`src/rtl/ltbs_pkg.sv`:
```
// shared types and constants for the light to brightness slew block
// no dependencies
package ltbs_pkg;

    localparam int SAMPLE_W  = 10;
    localparam int TIME_W    = 16;
    localparam int LEVEL_W   = 8;
    localparam int ADDR_W    = 4;
    localparam int DATA_W    = 32;

    localparam logic [LEVEL_W-1:0] MAX_LEVEL = 8'd255;
    localparam int HALF_W    = 7;
    localparam logic [HALF_W-1:0]  HALF_LEVEL = HALF_W'(MAX_LEVEL / 2);

    // numerator of the mapping division: half level times a sample difference
    localparam int NUM_W     = HALF_W + SAMPLE_W;
    localparam int CNT_W     = $clog2(NUM_W);

    localparam logic [SAMPLE_W-1:0] DAY_RESET   = 10'd800;
    localparam logic [SAMPLE_W-1:0] ROOM_RESET  = 10'd400;
    localparam logic [SAMPLE_W-1:0] NIGHT_RESET = 10'd100;
    localparam logic [TIME_W-1:0]   INTV_RESET  = 16'd100;

    typedef enum logic [1:0] {
        REG_DAY   = 2'd0,
        REG_ROOM  = 2'd1,
        REG_NIGHT = 2'd2,
        REG_INTV  = 2'd3
    } t_reg_idx;

    typedef enum logic [1:0] {
        S_IDLE,
        S_CHECK,
        S_DIV,
        S_STEP
    } t_state;

endpackage

```
`src/rtl/light_to_brightness_slew.sv`:
```
// sequence per word: accept, S_CHECK, then S_DIV when the map needs a division,
// then S_STEP, which commits once the output register is free
// one word at a time: o_stall stays high until S_STEP commits; the restoring divider
// (one quotient bit a cycle through a shared subtract/compare) does the division
// reset (synchronous, active low) restores register defaults, clears
// last update time, target and brightness, and empties the output register
module light_to_brightness_slew
    import ltbs_pkg::*;
(
    input  logic                i_clk,
    input  logic                i_rst_n,
    // input words
    input  logic                i_valid,
    output logic                o_stall,
    input  logic [TIME_W-1:0]   i_timestamp,
    input  logic [SAMPLE_W-1:0] i_sample,
    input  logic                i_sample_ready,
    // result words
    output logic                o_valid,
    input  logic                i_stall,
    output logic                o_updated,
    output logic [LEVEL_W-1:0]  o_target_level,
    output logic [LEVEL_W-1:0]  o_brightness,
    // register port
    input  logic                psel,
    input  logic                penable,
    input  logic                pwrite,
    input  logic [ADDR_W-1:0]   paddr,
    input  logic [DATA_W-1:0]   pwdata,
    output logic [DATA_W-1:0]   prdata,
    output logic                pready
);

    // sequencer state
    t_state r_state, n_state;

    // configuration registers
    logic [SAMPLE_W-1:0] r_day, r_room, r_night;
    logic [TIME_W-1:0]   r_intv;

    // kept state of the controller
    logic [TIME_W-1:0]   r_last, n_last;
    logic [LEVEL_W-1:0]  r_target, n_target;
    logic [LEVEL_W-1:0]  r_bright, n_bright;

    // captured input word
    logic [TIME_W-1:0]   r_ts;
    logic [SAMPLE_W-1:0] r_s;
    logic                r_rdy;

    // working registers: update flag, base level, divider operands
    logic                r_upd, n_upd;
    logic [LEVEL_W-1:0]  r_base, n_base;
    logic [NUM_W-1:0]    r_nq, n_nq;   // numerator shifts out, quotient shifts in
    logic [SAMPLE_W-1:0] r_rem, n_rem;
    logic [SAMPLE_W-1:0] r_den, n_den;
    logic [CNT_W-1:0]    r_cnt, n_cnt;

    // output register
    logic                r_ovalid, n_ovalid;
    logic                r_oupd;
    logic [LEVEL_W-1:0]  r_otgt, r_obr;
    logic                out_load;

    logic                in_acc;
    logic                cfg_wr;
    t_reg_idx            cfg_idx;

    // datapath helpers
    logic [TIME_W-1:0]   elapsed;
    logic                do_upd;
    logic [SAMPLE_W-1:0] diff_lo;
    logic [SAMPLE_W:0]   rem_sh;
    logic                rem_ge;
    logic [LEVEL_W-1:0]  new_tgt;

    assign in_acc  = i_valid && !o_stall;
    assign o_stall = (r_state != S_IDLE);
    assign cfg_wr  = psel && penable && pwrite && pready;
    assign cfg_idx = t_reg_idx'(paddr[ADDR_W-1:2]);
    assign pready  = 1'b1;

    // register readback
    always_comb begin
        unique case (cfg_idx)
            REG_DAY:   prdata = DATA_W'(r_day);
            REG_ROOM:  prdata = DATA_W'(r_room);
            REG_NIGHT: prdata = DATA_W'(r_night);
            REG_INTV:  prdata = DATA_W'(r_intv);
            default:   prdata = '0;
        endcase
    end

    // elapsed time with 16-bit wrap
    assign elapsed = r_ts - r_last;
    assign do_upd  = r_rdy && (elapsed >= r_intv);

    // one restoring divider step: the shared subtract/compare unit
    assign rem_sh = {r_rem, r_nq[NUM_W-1]};
    assign rem_ge = (rem_sh >= {1'b0, r_den});

    // quotient never exceeds the half level, so the low bits carry it
    assign new_tgt = r_base + LEVEL_W'(r_nq[HALF_W-1:0]);

    // sequencer, next state and datapath
    always_comb begin
        n_state  = r_state;
        n_last   = r_last;
        n_target = r_target;
        n_bright = r_bright;
        n_upd    = r_upd;
        n_base   = r_base;
        n_nq     = r_nq;
        n_rem    = r_rem;
        n_den    = r_den;
        n_cnt    = r_cnt;
        diff_lo  = '0;
        out_load = 1'b0;

        unique case (r_state)
            S_IDLE: begin
                if (in_acc) begin
                    n_state = S_CHECK;
                end
            end
            S_CHECK: begin
                n_upd = do_upd;
                n_rem = '0;
                n_nq  = '0;
                n_cnt = CNT_W'(NUM_W - 1);
                n_state = S_STEP;
                if (do_upd) begin
                    n_last = r_last + r_intv;
                    // branches in priority order, first match wins
                    priority if (r_s > r_day) begin
                        n_base = MAX_LEVEL;
                    end else if (r_s > r_room) begin
                        diff_lo = r_s - r_room;
                        n_base  = LEVEL_W'(HALF_LEVEL);
                        n_den   = r_day - r_room;
                        n_nq    = NUM_W'(HALF_LEVEL) * NUM_W'(diff_lo);
                        n_state = S_DIV;
                    end else if (r_s > r_night) begin
                        diff_lo = r_s - r_night;
                        n_base  = '0;
                        n_den   = r_room - r_night;
                        n_nq    = NUM_W'(HALF_LEVEL) * NUM_W'(diff_lo);
                        n_state = S_DIV;
                    end else if (r_s > (r_night >> 1)) begin
                        n_base = '0;
                    end else begin
                        // reading too dark to be real: sensor taken as invalid
                        n_base = MAX_LEVEL;
                    end
                end
            end
            S_DIV: begin
                n_rem = rem_ge ? SAMPLE_W'(rem_sh - {1'b0, r_den}) : rem_sh[SAMPLE_W-1:0];
                n_nq  = {r_nq[NUM_W-2:0], rem_ge};
                n_cnt = r_cnt - 1'b1;
                if (r_cnt == '0) begin
                    n_state = S_STEP;
                end
            end
            S_STEP: begin
                // commit once the output register is free
                if (!r_ovalid || !i_stall) begin
                    out_load = 1'b1;
                    n_state  = S_IDLE;
                    if (r_upd) begin
                        n_target = new_tgt;
                        if (new_tgt > r_bright) begin
                            n_bright = r_bright + 1'b1;
                        end else if (new_tgt < r_bright) begin
                            n_bright = r_bright - 1'b1;
                        end
                    end
                end
            end
            default: begin
                n_state = S_IDLE;
            end
        endcase

        priority if (out_load) begin
            n_ovalid = 1'b1;
        end else if (!i_stall) begin
            n_ovalid = 1'b0;
        end else begin
            n_ovalid = r_ovalid;
        end
    end

    // state register
    always_ff @(posedge i_clk) begin
        if (!i_rst_n) begin
            r_state <= S_IDLE;
        end else begin
            r_state <= n_state;
        end
    end

    // control and kept state
    always_ff @(posedge i_clk) begin
        if (!i_rst_n) begin
            r_day    <= DAY_RESET;
            r_room   <= ROOM_RESET;
            r_night  <= NIGHT_RESET;
            r_intv   <= INTV_RESET;
            r_last   <= '0;
            r_target <= '0;
            r_bright <= '0;
            r_ovalid <= 1'b0;
            r_cnt    <= '0;
            r_upd    <= 1'b0;
        end else begin
            if (cfg_wr) begin
                unique case (cfg_idx)
                    REG_DAY:   r_day   <= pwdata[SAMPLE_W-1:0];
                    REG_ROOM:  r_room  <= pwdata[SAMPLE_W-1:0];
                    REG_NIGHT: r_night <= pwdata[SAMPLE_W-1:0];
                    REG_INTV:  r_intv  <= pwdata[TIME_W-1:0];
                    default:   r_intv  <= r_intv;
                endcase
            end
            r_last   <= n_last;
            r_target <= n_target;
            r_bright <= n_bright;
            r_ovalid <= n_ovalid;
            r_cnt    <= n_cnt;
            r_upd    <= n_upd;
        end
    end

    // payload registers
    always_ff @(posedge i_clk) begin
        if (in_acc) begin
            r_ts  <= i_timestamp;
            r_s   <= i_sample;
            r_rdy <= i_sample_ready;
        end
        r_base <= n_base;
        r_nq   <= n_nq;
        r_rem  <= n_rem;
        r_den  <= n_den;
        if (out_load) begin
            r_oupd <= r_upd;
            r_otgt <= n_target;
            r_obr  <= n_bright;
        end
    end

    assign o_valid        = r_ovalid;
    assign o_updated      = r_oupd;
    assign o_target_level = r_otgt;
    assign o_brightness   = r_obr;

endmodule

```
`config.mk`:
```
export PLATFORM = sky130hd
export DESIGN_NAME = light_to_brightness_slew
export DESIGN_NICKNAME = d
export VERILOG_FILES = /design/src/rtl/ltbs_pkg.sv /design/src/rtl/light_to_brightness_slew.sv
export SDC_FILE = /design/constraint.sdc
export NUM_CORES = 1
export LEC_CHECK = 0
export BUFFER_PORTS_ARGS = -buffer_cell sky130_fd_sc_hd__buf_2
export CORE_ASPECT_RATIO = 0.5
export CORE_MARGIN = 3
export CORE_UTILIZATION = 45
export DETAILED_ROUTE_END_ITERATION = 16
export HOLD_SLACK_MARGIN = 0.02
export PLACE_DENSITY = 0.66
export SYNTH_ARGS = -nofsm -noshare
export SYNTH_HDL_FRONTEND = slang
export SYNTH_SLANG_ARGS = --single-unit
```
`constraint.sdc`:
```
create_clock -name i_clk -period 9.5 [get_ports i_clk]
set_input_delay 0.95 -clock i_clk [delete_from_list [all_inputs] [get_ports i_clk]]
set_output_delay 0.95 -clock i_clk [all_outputs]
set_load 0.02 [all_outputs]
```
==> run metrics <==
CTS HTree Levels 4; Hold Crit Class reg -> reg; simple-gate portion of the synthesized area 0.127; Mapped Avg Cell Area 9.09 um2; first-pass GRT wire length 55.9 mm; number of global-route vias before repair 11108; FMAX around 0.15 GHz; vias around 11000; Worst path max stage delay 0.56 ns; multiplexer area fraction after synthesis 0.0326; Async S/R FF share, synth 0; flops & latches, synth 170; Starting Density 0.463; register area share after synthesis 0.285; WL/cell 15.8 um; Min Clock Period, post-route 6.87 ns; Clock Latency Late Sink approximately 0.46 ns; Mapped Area ~15000 um2; TritonCTS clock tree done; die width 263 um; post-synth cell types between 70 and 80; DRC viols 0; number of synthesized flops with an enable pin 83; largest cells by area after synthesis ha_1 (18%), edfxtp_1 (17%), dfxtp_1 (12%), fa_1 (7.7%), inv_1 (5.4%); Final Util 0.506; initial antenna violation count 1; Max Slew Vio Count 0; Buf/Inv on CP 4; crit path max-delay cell type fa_1; Vias per Instance 5.24; Die H 135 um; # diodes 0; most common cell in the synthesized netlist ha_1; footprint of the multi-input gates roughly 9700 um2; area share of fa/ha/maj cells after synthesis 0.260; max-cap viol count 0; fill count 3026; Post-CTS Setup Repair Bufs 0; Sequential Area 4230 um2; crit end category register; Post-Synthesis Cells approximately 1600; Synth area leader ha_1; Hold Buf Count CTS 0; cells along the critical path inv_1 -> fa_1 -> a21oi_1 -> o21ai_0 -> a21oi_1 -> o21bai_1 -> a21oi_1 -> xor2_1 -> inv_1 -> ha_1 -> inv_1 -> fa_1 -> fa_1 -> fa_1 -> inv_1 -> ha_1 -> and3_1 -> a21oi_1 -> o21ai_0 -> o41ai_1 -> o21ai_0 -> xnor2_1 -> nor3_1 -> a221o_1; Core Region between 30000 and 40000 um2; dpl hpwl 27.1 mm; R2R setup slack 2.63 ns; die area 35400 um2; CP arrival 7.07 ns; Worst-path clk slew ~0.07 ns; WL final 34.1 mm; CTS Root Buffer Type clkbuf_16; final setup violation count 0; outcome completed; unrepaired setup endpoints after global routing no; Synth top area share 0.182; largest family of logic cells by synthesized area adder cells; Worst setup SP type register; worst slew pin tran roughly 1.0 ns; CTS sink cnt 170; synth warn 0; share of cells above drive strength 1 0.0908; Compound-Gate Fraction of Synth Area 0.157; setup TNS 0 ns; Cell Rows 46; total grt overflow 0; Worst Clk Skew 0.0160 ns; I/O Pins 122; CTS buffer count 17; post-synthesis xor/xnor area fraction 0.0677; # port buffers 86; Slew HR 0.313; GRT Overall Usage 0.196; Synth Flop Type dfxtp_1; Layout area overhead 9.32%; layout net count 2060; crit path kind reg -> reg; initial drt markers 600; gpl congestion ~0.9; Clock Tree Buf Depth 2; Final Hold Viols 0; crit path max fanout 5; Antenna Nets Post-Route 0; CP top delay family adder cells; DRT Pass-1 Iters 5; synth cell count leaders ha_1 (217), inv_1 (213), a21oi_1 (145); post-CTS sizing 0; Worst Path Required between 9 and 10 ns; largest net degree at the start of global routing 51; Final period util 0.723
==> placed cells by master, fill, tap and decap left out, types with 8 or more instances in the layout <==
master     count
clkbuf_16     17
nand4_1       16
a21oi_1      145
mux4_2        10
o21a_1        10
fa_1          57
nor3_1        29
buf_2         86
nor2_1        94
o211ai_1      13
xnor2_1       81
nand2b_1      16
nor2b_1       26
nand3_1       23
and3_1        12
and2_1        21
o21ai_0       72
a21o_1        39
inv_1        212
mux2_2         8
conb_1        17
edfxtp_1      83
ha_1         217
xor2_1        34
a211oi_1       9
nand2_1      137
mux2i_1       17
dfxtp_1       87
or3_1         12
o21bai_1      20
==> final timing paths <==
kind,startpoint,to,depth (start not counted)
min reg2reg,r_night[3],r_night[3],2
max,r_night[1],r_nq[15],24
min,r_night[3],r_night[3],2
max reg2reg,r_night[1],r_nq[15],24
==> flip-flops by register name, summed over array words and instances (netlist names), 2 cells and up <==
name / cells
r_ts: 16
r_bright: 8
r_intv: 16
r_state: 2
o_brightness: 8
r_cnt: 5
r_night: 10
r_base: 2
r_room: 10
r_den: 10
r_rem: 10
r_nq: 17
o_target_level: 8
r_s: 10
r_day: 10
r_last: 16
r_target: 8
==> worst register-to-register path: cells and delay by family (launching register included) <==
family | cells | cell delay, ns
buffers and inverters | 4 | 0.50
AOI/OAI and AO/OA | 10 | 1.96
and+or+nand+nor | 2 | 0.28
DFF | 1 | 0.53
adders and majority gates | 6 | 2.71
xor gates and xnor gates | 2 | 0.65
==> per-stage QoR <==
stage / area, um2 / worst slack (ns) / instances / hold WS [ns]
global placement: 15700 / 2.63 / 2129 / 0.457
global route: 16300 / 2.09 / 2161 / 0.498
detailed placement: 15700 / 2.61 / 2129 / 0.467
CTS: 16300 / 2.58 / 2161 / 0.476
floorplan: 14900 / 3.02 / 1652 / 0.431
finish: 16300 / 2.63 / 2161 / 0.478
==> cells by family after synthesis <==
kind of cell | count (synthesis)
DFF | 170
AOI/OAI and AO/OA | 374
muxes | 35
adders and majority gates | 275
buffers and inverters | 263
other | 2
and+or+nand+nor | 403
xor gates and xnor gates | 115
==> layout make-up <==
cell class                 count  area share
multi-input combinational   1219       0.594
tap                          432      0.0332
clock inverter                10     0.00500
clock buffer                  22      0.0285
sequential                   170       0.260
timing repair buffer          93      0.0297
inverter                     215      0.0496
==> layer usage <==
| metal | global-route usage | up-vias | share of wire |
|---|---|---|---|
| met1 | 0.264 | 5270 | 0.48 |
| met4 | 0.0633 | 2 | 0.024 |
| met2 | 0.318 | 195 | 0.45 |
| met5 | 0 | - | 0.00021 |
| li1 | - | 5803 | - |
| met3 | 0.0413 | 54 | 0.046 |
Power is left out: the tool's default activity adds up to more than one toggle a clock period on the data nets, which glitch-free logic cannot reach.
